<file path="src/rtl/mcle_pkg.sv">
// Shared types and constants for the Morse code LED encoder.
// No dependencies; compiled first.
`default_nettype none

package mcle_pkg;

	// Text symbol codes carried with each segment
	localparam logic [2:0] TXT_NONE    = 3'd0;
	localparam logic [2:0] TXT_DOT     = 3'd1;
	localparam logic [2:0] TXT_DASH    = 3'd2;
	localparam logic [2:0] TXT_SPACE   = 3'd3;
	localparam logic [2:0] TXT_NEWLINE = 3'd4;

	localparam logic [1:0] UNITS_NONE = 2'd0;
	localparam logic [1:0] UNITS_DOT  = 2'd1;
	localparam logic [1:0] UNITS_DASH = 2'd3;

	localparam logic [7:0] CHAR_LOWER_A = 8'h61;
	localparam logic [7:0] CHAR_LOWER_Z = 8'h7A;
	localparam logic [7:0] CHAR_UPPER_A = 8'h41;
	localparam logic [7:0] CHAR_UPPER_Z = 8'h5A;
	localparam logic [7:0] CHAR_SPACE   = 8'h20;
	localparam logic [7:0] CASE_OFFSET  = 8'h20;

	localparam int NUM_LETTERS = 26;
	localparam int QDEPTH      = 4;
	localparam int QAW         = $clog2(QDEPTH);

	// Symbol list of one letter: count, and dash flags with the first symbol in bit 3
	typedef struct packed {
		logic [2:0] len;
		logic [3:0] dash;
	} glyph_t;

	// Decoded form of the on/off pattern ROM (flag 1 = dash, 3 units on; flag 0 = dot, 1 unit on)
	localparam glyph_t GLYPH_TAB [NUM_LETTERS] = '{
		'{3'd2, 4'b0100}, // A .-
		'{3'd4, 4'b1000}, // B -...
		'{3'd4, 4'b1010}, // C -.-.
		'{3'd3, 4'b1000}, // D -..
		'{3'd1, 4'b0000}, // E .
		'{3'd4, 4'b0010}, // F ..-.
		'{3'd3, 4'b1100}, // G --.
		'{3'd4, 4'b0000}, // H ....
		'{3'd2, 4'b0000}, // I ..
		'{3'd4, 4'b0111}, // J .---
		'{3'd3, 4'b1010}, // K -.-
		'{3'd4, 4'b0100}, // L .-..
		'{3'd2, 4'b1100}, // M --
		'{3'd2, 4'b1000}, // N -.
		'{3'd3, 4'b1110}, // O ---
		'{3'd4, 4'b0110}, // P .--.
		'{3'd4, 4'b1101}, // Q --.-
		'{3'd3, 4'b0100}, // R .-.
		'{3'd3, 4'b0000}, // S ...
		'{3'd1, 4'b1000}, // T -
		'{3'd3, 4'b0010}, // U ..-
		'{3'd4, 4'b0001}, // V ...-
		'{3'd3, 4'b0110}, // W .--
		'{3'd4, 4'b1001}, // X -..-
		'{3'd4, 4'b1011}, // Y -.--
		'{3'd4, 4'b1100}  // Z --..
	};

	// Work for the back end: leading space segments, symbols, trailing newline
	typedef struct packed {
		logic [1:0] spaces;
		logic [2:0] syms;
		logic [3:0] dash;
		logic       eom;
	} cmd_t;

endpackage

`default_nettype wire

</file>
<file path="src/rtl/mcle_char_if.sv">
// Character input channel: valid/ready handshake with the message character.
// Depends on nothing.
`default_nettype none

interface mcle_char_if;
	logic       valid;
	logic       ready;
	logic [7:0] ch;
	logic       end_of_message;

	modport source(output valid, output ch, output end_of_message, input ready);
	modport sink(input valid, input ch, input end_of_message, output ready);
endinterface

`default_nettype wire

</file>
<file path="src/rtl/mcle_seg_if.sv">
// LED segment output channel: valid/ready handshake with one timed segment.
// Depends on nothing.
`default_nettype none

interface mcle_seg_if;
	logic       valid;
	logic       ready;
	logic       led;
	logic [1:0] units;
	logic [2:0] text;
	logic       last_of_run;

	modport source(output valid, output led, output units, output text,
		output last_of_run, input ready);
	modport sink(input valid, input led, input units, input text,
		input last_of_run, output ready);
endinterface

`default_nettype wire

</file>
<file path="src/rtl/mcle_front.sv">
// Front end: accepts characters, folds case, tracks the gap state and
// builds one command per character that produces segments. Uses mcle_pkg.
`default_nettype none

module mcle_front (
	input  logic            clk,
	input  logic            arst_n,
	mcle_char_if.sink       chars,
	output logic            push,
	output mcle_pkg::cmd_t  cmd,
	input  logic            full
);
	import mcle_pkg::*;

	logic       letter_seen_q;
	logic       word_gap_pending_q;
	logic [7:0] uc;
	logic       is_letter;
	logic       is_space;
	logic [4:0] idx;
	logic [7:0] idx_full;
	glyph_t     glyph;
	logic       accept;

	assign chars.ready = !full;
	assign accept      = chars.valid && chars.ready;

	always_comb begin
		if (chars.ch >= CHAR_LOWER_A && chars.ch <= CHAR_LOWER_Z) begin
			uc = chars.ch - CASE_OFFSET;
		end else begin
			uc = chars.ch;
		end
	end

	assign is_letter = (uc >= CHAR_UPPER_A) && (uc <= CHAR_UPPER_Z);
	assign is_space  = (uc == CHAR_SPACE);
	assign idx_full  = uc - CHAR_UPPER_A;
	assign idx       = idx_full[4:0];
	// only meaningful when is_letter, which keeps idx below the table size
	assign glyph     = is_letter ? GLYPH_TAB[idx] : '0;

	always_comb begin
		cmd.spaces = 2'd0;
		if (is_letter && letter_seen_q) begin
			cmd.spaces = word_gap_pending_q ? 2'd3 : 2'd1;
		end
		cmd.syms = glyph.len;
		cmd.dash = glyph.dash;
		cmd.eom  = chars.end_of_message;
	end

	assign push = accept && (is_letter || chars.end_of_message);

	always_ff @(posedge clk or negedge arst_n) begin
		if (!arst_n) begin
			letter_seen_q      <= 1'b0;
			word_gap_pending_q <= 1'b0;
		end else if (accept) begin
			priority if (chars.end_of_message) begin
				letter_seen_q      <= 1'b0;
				word_gap_pending_q <= 1'b0;
			end else if (is_letter) begin
				letter_seen_q      <= 1'b1;
				word_gap_pending_q <= 1'b0;
			end else if (is_space && letter_seen_q) begin
				word_gap_pending_q <= 1'b1;
			end else begin
				// ignored character: gap state holds
				letter_seen_q      <= letter_seen_q;
				word_gap_pending_q <= word_gap_pending_q;
			end
		end
	end

endmodule

`default_nettype wire

</file>
<file path="src/rtl/mcle_queue.sv">
// Command queue between front and back ends, QDEPTH entries of cmd_t.
// Uses mcle_pkg.
`default_nettype none

module mcle_queue (
	input  logic            clk,
	input  logic            arst_n,
	input  logic            push,
	input  mcle_pkg::cmd_t  push_cmd,
	output logic            full,
	input  logic            pop,
	output mcle_pkg::cmd_t  head_cmd,
	output logic            nonempty
);
	import mcle_pkg::*;

	cmd_t           mem_q [QDEPTH];
	logic [QAW-1:0] wr_ptr_q;
	logic [QAW-1:0] rd_ptr_q;
	logic [QAW:0]   count_q;
	logic           do_push;
	logic           do_pop;

	assign full     = (count_q == (QAW+1)'(QDEPTH));
	assign nonempty = (count_q != '0);
	assign do_push  = push && !full;
	assign do_pop   = pop && nonempty;
	assign head_cmd = mem_q[rd_ptr_q];

	always_ff @(posedge clk) begin
		if (do_push) begin
			mem_q[wr_ptr_q] <= push_cmd;
		end
	end

	always_ff @(posedge clk or negedge arst_n) begin
		if (!arst_n) begin
			wr_ptr_q <= '0;
			rd_ptr_q <= '0;
			count_q  <= '0;
		end else begin
			if (do_push) begin
				wr_ptr_q <= wr_ptr_q + 1'b1;
			end
			if (do_pop) begin
				rd_ptr_q <= rd_ptr_q + 1'b1;
			end
			unique case ({do_push, do_pop})
				2'b10:   count_q <= count_q + 1'b1;
				2'b01:   count_q <= count_q - 1'b1;
				default: count_q <= count_q;
			endcase
		end
	end

endmodule

`default_nettype wire

</file>
<file path="src/rtl/mcle_back.sv">
// Back end: emits the segments of each queued command into the output
// register, one per cycle unless stalled. Uses mcle_pkg, mcle_seg_if.
`default_nettype none

module mcle_back (
	input  logic            clk,
	input  logic            arst_n,
	input  logic            q_nonempty,
	input  mcle_pkg::cmd_t  q_cmd,
	output logic            q_pop,
	mcle_seg_if.source      segs
);
	import mcle_pkg::*;

	logic       busy_q;
	logic [1:0] spaces_q;
	logic [2:0] syms_q;
	logic [3:0] dash_q;
	logic       on_q;
	logic       nl_q;

	logic       out_valid_q;
	logic       led_q;
	logic [1:0] units_q;
	logic [2:0] text_q;
	logic       last_q;

	logic       seg_led;
	logic [1:0] seg_units;
	logic [2:0] seg_text;
	logic       seg_last;
	logic       advance;
	logic       load;

	always_comb begin
		seg_led   = 1'b0;
		seg_units = UNITS_DOT;
		seg_text  = TXT_NONE;
		seg_last  = 1'b0;
		priority if (spaces_q != 2'd0) begin
			seg_text = TXT_SPACE;
			seg_last = (spaces_q == 2'd1) && (syms_q == 3'd0) && !nl_q;
		end else if (syms_q != 3'd0) begin
			if (on_q) begin
				seg_led   = 1'b1;
				seg_units = dash_q[3] ? UNITS_DASH : UNITS_DOT;
				seg_text  = dash_q[3] ? TXT_DASH : TXT_DOT;
			end else begin
				seg_last = (syms_q == 3'd1) && !nl_q;
			end
		end else begin
			seg_units = UNITS_NONE;
			seg_text  = TXT_NEWLINE;
			seg_last  = 1'b1;
		end
	end

	assign advance = busy_q && (!out_valid_q || segs.ready);
	assign load    = q_nonempty && (!busy_q || (advance && seg_last));
	assign q_pop   = load;

	always_ff @(posedge clk or negedge arst_n) begin
		if (!arst_n) begin
			busy_q   <= 1'b0;
			spaces_q <= 2'd0;
			syms_q   <= 3'd0;
			dash_q   <= 4'd0;
			on_q     <= 1'b0;
			nl_q     <= 1'b0;
		end else if (load) begin
			busy_q   <= 1'b1;
			spaces_q <= q_cmd.spaces;
			syms_q   <= q_cmd.syms;
			dash_q   <= q_cmd.dash;
			on_q     <= 1'b1;
			nl_q     <= q_cmd.eom;
		end else if (advance) begin
			priority if (seg_last) begin
				busy_q <= 1'b0;
				nl_q   <= 1'b0;
			end else if (spaces_q != 2'd0) begin
				spaces_q <= spaces_q - 1'b1;
			end else if (syms_q != 3'd0) begin
				if (on_q) begin
					on_q <= 1'b0;
				end else begin
					on_q   <= 1'b1;
					syms_q <= syms_q - 1'b1;
					dash_q <= {dash_q[2:0], 1'b0};
				end
			end else begin
				nl_q <= 1'b0;
			end
		end
	end

	// output register
	always_ff @(posedge clk or negedge arst_n) begin
		if (!arst_n) begin
			out_valid_q <= 1'b0;
		end else if (advance) begin
			out_valid_q <= 1'b1;
		end else if (segs.ready) begin
			out_valid_q <= 1'b0;
		end
	end

	always_ff @(posedge clk) begin
		if (advance) begin
			led_q   <= seg_led;
			units_q <= seg_units;
			text_q  <= seg_text;
			last_q  <= seg_last;
		end
	end

	assign segs.valid       = out_valid_q;
	assign segs.led         = led_q;
	assign segs.units       = units_q;
	assign segs.text        = text_q;
	assign segs.last_of_run = last_q;

endmodule

`default_nettype wire

</file>
<file path="src/rtl/morse_code_led_encoder_core.sv">
// Top level of the Morse code LED encoder: front end, command queue, back end.
// Uses mcle_pkg, mcle_char_if, mcle_seg_if, mcle_front, mcle_queue, mcle_back.
`default_nettype none

// Takes one ASCII character per transaction on chars and returns its timed LED
// segments on segs, one segment per cycle while segs is ready. A character that
// produces segments is worked off by the back-end sequencer one segment at a
// time (1 to 12: up to three spaces, two per dot or dash, one newline), after
// its command is loaded; characters with no segments are handled at the front
// end only. A four-entry command queue lets the front keep taking characters
// while the sequencer works. The single output register holds a segment until
// it is taken and the sequencer stalls while it waits; the next segment forms
// in the cycle the previous one leaves. The sustained rate is set by the
// sequencer emitting one segment per cycle while the output is not stalled.
module morse_code_led_encoder_core (
	input  logic       clk,
	input  logic       arst_n,
	mcle_char_if.sink  chars,
	mcle_seg_if.source segs
);
	import mcle_pkg::*;

	logic push;
	cmd_t push_cmd;
	logic q_full;
	logic q_pop;
	cmd_t head_cmd;
	logic q_nonempty;

	mcle_front u_front (
		.clk    (clk),
		.arst_n (arst_n),
		.chars  (chars),
		.push   (push),
		.cmd    (push_cmd),
		.full   (q_full)
	);

	mcle_queue u_queue (
		.clk      (clk),
		.arst_n   (arst_n),
		.push     (push),
		.push_cmd (push_cmd),
		.full     (q_full),
		.pop      (q_pop),
		.head_cmd (head_cmd),
		.nonempty (q_nonempty)
	);

	mcle_back u_back (
		.clk        (clk),
		.arst_n     (arst_n),
		.q_nonempty (q_nonempty),
		.q_cmd      (head_cmd),
		.q_pop      (q_pop),
		.segs       (segs)
	);

	a_no_accept_when_full: assert property (@(posedge clk) disable iff (!arst_n)
		q_full |-> !chars.ready)
		else $error("character taken while command queue full");

	a_newline_ends_run: assert property (@(posedge clk) disable iff (!arst_n)
		(segs.valid && segs.text == TXT_NEWLINE) |-> segs.last_of_run)
		else $error("newline segment not marked last");

	a_led_on_is_symbol: assert property (@(posedge clk) disable iff (!arst_n)
		(segs.valid && segs.led) |-> (segs.text == TXT_DOT || segs.text == TXT_DASH))
		else $error("lit segment without dot or dash");

endmodule

`default_nettype wire
</file>
<file path="src/flat_wrapper.sv">
// flat-port wrapper written by rule: the top's interface ports become plain ports
module morse_code_led_encoder_core_flat import mcle_pkg::*;
  (clk, arst_n, chars_valid, chars_ch, chars_end_of_message, chars_ready, segs_valid, segs_led, segs_units, segs_text, segs_last_of_run, segs_ready);
  mcle_char_if chars_i ();
  mcle_seg_if segs_i ();
  input  logic clk;
  input  logic arst_n;
  input wire logic [$bits(chars_i.valid)-1:0] chars_valid;
  input wire logic [$bits(chars_i.ch)-1:0] chars_ch;
  input wire logic [$bits(chars_i.end_of_message)-1:0] chars_end_of_message;
  output wire logic [$bits(chars_i.ready)-1:0] chars_ready;
  output wire logic [$bits(segs_i.valid)-1:0] segs_valid;
  output wire logic [$bits(segs_i.led)-1:0] segs_led;
  output wire logic [$bits(segs_i.units)-1:0] segs_units;
  output wire logic [$bits(segs_i.text)-1:0] segs_text;
  output wire logic [$bits(segs_i.last_of_run)-1:0] segs_last_of_run;
  input wire logic [$bits(segs_i.ready)-1:0] segs_ready;
  assign chars_i.valid = chars_valid;
  assign chars_i.ch = chars_ch;
  assign chars_i.end_of_message = chars_end_of_message;
  assign chars_ready = chars_i.ready;
  assign segs_valid = segs_i.valid;
  assign segs_led = segs_i.led;
  assign segs_units = segs_i.units;
  assign segs_text = segs_i.text;
  assign segs_last_of_run = segs_i.last_of_run;
  assign segs_i.ready = segs_ready;
  morse_code_led_encoder_core u_core (.clk(clk), .arst_n(arst_n), .chars(chars_i), .segs(segs_i));
endmodule
</file>
<file path="config.mk">
export PLATFORM = sky130hd
export DESIGN_NAME = morse_code_led_encoder_core_flat
export DESIGN_NICKNAME = d
export VERILOG_FILES = /design/src/rtl/mcle_pkg.sv /design/src/rtl/mcle_char_if.sv /design/src/rtl/mcle_seg_if.sv /design/src/rtl/mcle_front.sv /design/src/rtl/mcle_queue.sv /design/src/rtl/mcle_back.sv /design/src/rtl/morse_code_led_encoder_core.sv /design/src/flat_wrapper.sv
export SDC_FILE = /design/constraint.sdc
export NUM_CORES = 1
export LEC_CHECK = 0
export BUFFER_PORTS_ARGS = -buffer_cell sky130_fd_sc_hd__buf_2
export CAP_MARGIN = 5
export CORE_MARGIN = 1.5
export CORE_UTILIZATION = 44
export DETAILED_ROUTE_END_ITERATION = 7
export PLACE_DENSITY = 0.75
export SLEW_MARGIN = 20
export SYNTH_ARGS = -nofsm -noshare
export SYNTH_HDL_FRONTEND = slang
export SYNTH_SLANG_ARGS = --single-unit
</file>
<file path="constraint.sdc">
create_clock -name clk -period 2.57 [get_ports clk]
set_input_delay 0.257 -clock clk [delete_from_list [all_inputs] [get_ports clk]]
set_output_delay 0.257 -clock clk [all_outputs]
set_load 0.03 [all_outputs]
</file>
==> impl_metrics.yaml <==
run_status:
  status: "finished clean"
clock_tree:
  cts_tree: "yes"
  cts.sinks: 69
  insertion_delay_ns: 0.34
  cts.clk_slew.worst_paths_ns: 0.08
  htreeDepth: 3
  root_buffer: "clkbuf_8"
  numCtsBuffers: 9
  clk_path_buf_depth: 2
power_and_ir_drop:
  power_density_mw_per_mm2: 829
  finalPower_mw: 3.82
  p_sw_mw: 1.19
  power_leakage_nw: 1.83
  p_clk_frac: 0.248
  comb_power_share: 0.322
  switching_share: 0.311
  vdd_drop_max_uv: 285
  internal-power_mw: 2.63
  pwr-share-seq: 0.430
sta:
  setup_ws_ns: 0.161
  holdWs_ns: 0.216
  finalSetupViolations: 0
  max_freq_mhz: 415
  rsz0062_at_grt: "no"
  hold_viol: 0
  tightest_slew_ns: 0.655
  finClkSkew_ns: 0.00941
  maxSlewHeadroom: 0.559
  fin_crit_ns: 2.41
  finalMaxSlewViolations: 0
  fin_tns_setup_ns: 0
  finalCritPeriodShare: 0.937
synth:
  synth_top_area_frac: 0.353
  synth_edf_count: 47
  synth_top_cells_by_count: "47 x edfxtp_1, 23 x inv_1, 22 x dfrtp_1"
  yosysUniqueCellTypes: 68
  synthArstFlopShare: 0.319
  synth_area_per_cell_um2: 11.9
  synth_top_flop_cell: "edfxtp_1"
  synth_area_leaders: "edfxtp_1 35%, dfrtp_1 14%, ha_1 5.6%, mux4_2 5.6%, a21oi_1 2.4%"
  ys_warn_count: 0
  synthesis.area_mm2: 0.00400
  synth_top_area_cell: "edfxtp_1"
  ys_seq_area_frac: 0.491
  synth_most_common_cell: "edfxtp_1"
  syn_inst: 335
  synth_fp_nets: 367
  ys_seq_elements: 69
routing:
  viasPerCell: 5.59
  drc: 0
  num_vias: 2752
  drt_pass1_iterations: 5
  drtIter0Drc: 143
  ant_nets: 0
  wirelength_mm: 7.62
  wire_per_inst_um: 15.5
worst_setup_path:
  cp_cell_sequence: "inv_2 -> ha_4 -> and4bb_4 -> and2b_4 -> o21ai_4 -> a21oi_4 -> ha_4 -> inv_1 -> fa_2 -> xor2_1 -> nor2_1 -> xor2_1"
  worstPathMaxFanout: 3
  cpMaxStageDelayCell: "dfrtp_1"
  crit_type: "register to register"
  end_kind: "register"
  cp-start-kind: "register"
  worstPathArrival_ns: 2.68
  cpPeakStageDelay_ns: 0.40
  required_ns: 2.84
place:
  placed_area_mm2: 0.00433
  place_ws_ns: 0.0140
  numPortBuffers: 21
  dp_hpwl_mm: 5.44
  routabilityCongestion: 0.932
global_routing:
  grtUsageTotal: 0.167
  grt_max_degree: 23
  grt_first_pass_wirelength_mm: 12.7
  grt_pass1_vias: 2713
  overflow: 0
  antenna_found_initial: 0
die:
  die_h_um: 98.3
  die-area_mm2: 0.00967
  start_util: 0.456
  core_region_area_mm2: 0.00876
  num_rows: 34
  chipWidth_um: 98.3
  pin_count: 22
finish:
  nNetsFinal: 411
  drive_gt1_frac: 0.292
  stdcell_area_mm2: 0.00461
  num_antenna_cells: 0
  syn_to_final_growth_pct: 15.4
worst_hold_path:
  hold_path.class: "input pin to register"
flow_run:
  maxCapViolations: 0
[state kept, by name, summed over array words and instances, names as in the netlist]
name                               cells
u_core.u_queue.rd_ptr_q                2
u_core.u_queue.count_q                 3
u_core.u_back.segs.units               2
u_core.u_back.syms_q                   3
u_core.u_back.on_q                     1
u_core.u_front.letter_seen_q           1
u_core.u_back.nl_q                     1
u_core.u_back.segs.last_of_run         1
u_core.u_front.word_gap_pending_q      1
u_core.u_back.segs.text                3
u_core.u_back.busy_q                   1
u_core.u_back.spaces_q                 2
u_core.u_back.dash_q                   4
u_core.u_queue.mem_q                  40
u_core.u_queue.wr_ptr_q                2
u_core.u_back.segs.led                 1
u_core.u_back.segs.valid               1
[path summary, 6_finish.rpt]
path                                            from                           endpoint  slack (ns)  cells after the start
setup / recovery           u_core.u_back.spaces_q[0]          u_core.u_queue.count_q[2]        0.16                     12
hold / removal                  chars_end_of_message       u_core.u_front.letter_seen_q        0.22                      2
setup reg to reg           u_core.u_back.spaces_q[0]          u_core.u_queue.count_q[2]        0.16                     12
hold reg to reg            u_core.u_queue.count_q[2]          u_core.u_queue.count_q[2]        0.50                      1
max in group asynchronous                     arst_n  u_core.u_front.word_gap_pending_q        1.78                      2
min in group asynchronous                     arst_n            u_core.u_back.dash_q[0]        0.42                      2
[logic make-up after synthesis]
kind of cell	after synthesis	synth area share
AO/OA/AOI/OAI	70	0.124
XOR/XNOR	15	0.0347
adder cells (fa/ha/maj)	19	0.0613
flip-flops	69	0.491
buffers and inverters	41	0.0498
AND/OR/NAND/NOR	95	0.134
multiplexers	26	0.106
[final cells by class]
type / count / area, um2
inverters: 24 / 90.1
repair buffers: 50 / 325
clock buffers: 11 / 131
well taps: 108 / 135
fillers: 736 / 4150
clock inverters: 5 / 85.1
flip-flops and latches: 69 / 1960
multi-input cells: 225 / 1880
[repair_timing]
| action | CTS | global route |
|---|---|---|
| buffers inserted | 0 | 3 |
| gates resized for setup | 0 | 9 |
| endpoints found under the hold margin | 22 | 0 |
| endpoints found under the setup margin | 0 | 1 |
| hold buffers | 1 | 0 |
[per-layer routing]
metal | GRT usage | vias up | routed length [um]
met5 | 0 | - | 0
met4 | 0.0639 | 0 | 113
met3 | 0.0437 | 10 | 375
met2 | 0.293 | 74 | 3860
met1 | 0.196 | 1344 | 3270
li1 | - | 1324 | -
[power by group through the flow]
stage                     Clock, mW  Combinational, mW  Sequential [mW]
after floorplan                   0              0.944             1.61
after global placement            0               1.14             1.65
after detailed placement          0               1.20             1.66
after CTS                     0.976               1.20             1.64
after global routing           1.02               1.36             1.68
final                         0.950               1.23             1.64
[placed cells by master (no fill, tap or decap), drive strengths merged, types with 8 or more instances in the layout]
cell type  netlist  layout
clkbuf           5      11
nor2            16      16
nor3            14      14
nand2           19      19
o21ai           15      15
dfrtp           22      22
buf             12      49
ha              18      18
edfxtp          47      47
xor2             8       8
mux2            12      12
inv             24      24
mux4            10      10
a21oi           20      20
[per-stage QoR]
step	instances	utilization
after floorplan	335	-
after global placement	472	0.494
after detailed placement	472	0.494
after global routing	492	0.526
after CTS	489	0.520
final	492	0.526
[worst max-delay path: cells and delay by family (launching register included)]
kind                     cells  cell delay, ns
adder cells (fa/ha/maj)      3            0.67
AND/OR/NAND/NOR              3            0.58
flip-flops                   1            0.40
XOR/XNOR                     2            0.30
AO/OA/AOI/OAI                2            0.26
buffers and inverters        2            0.13
Power figures use the tool's default switching activity.
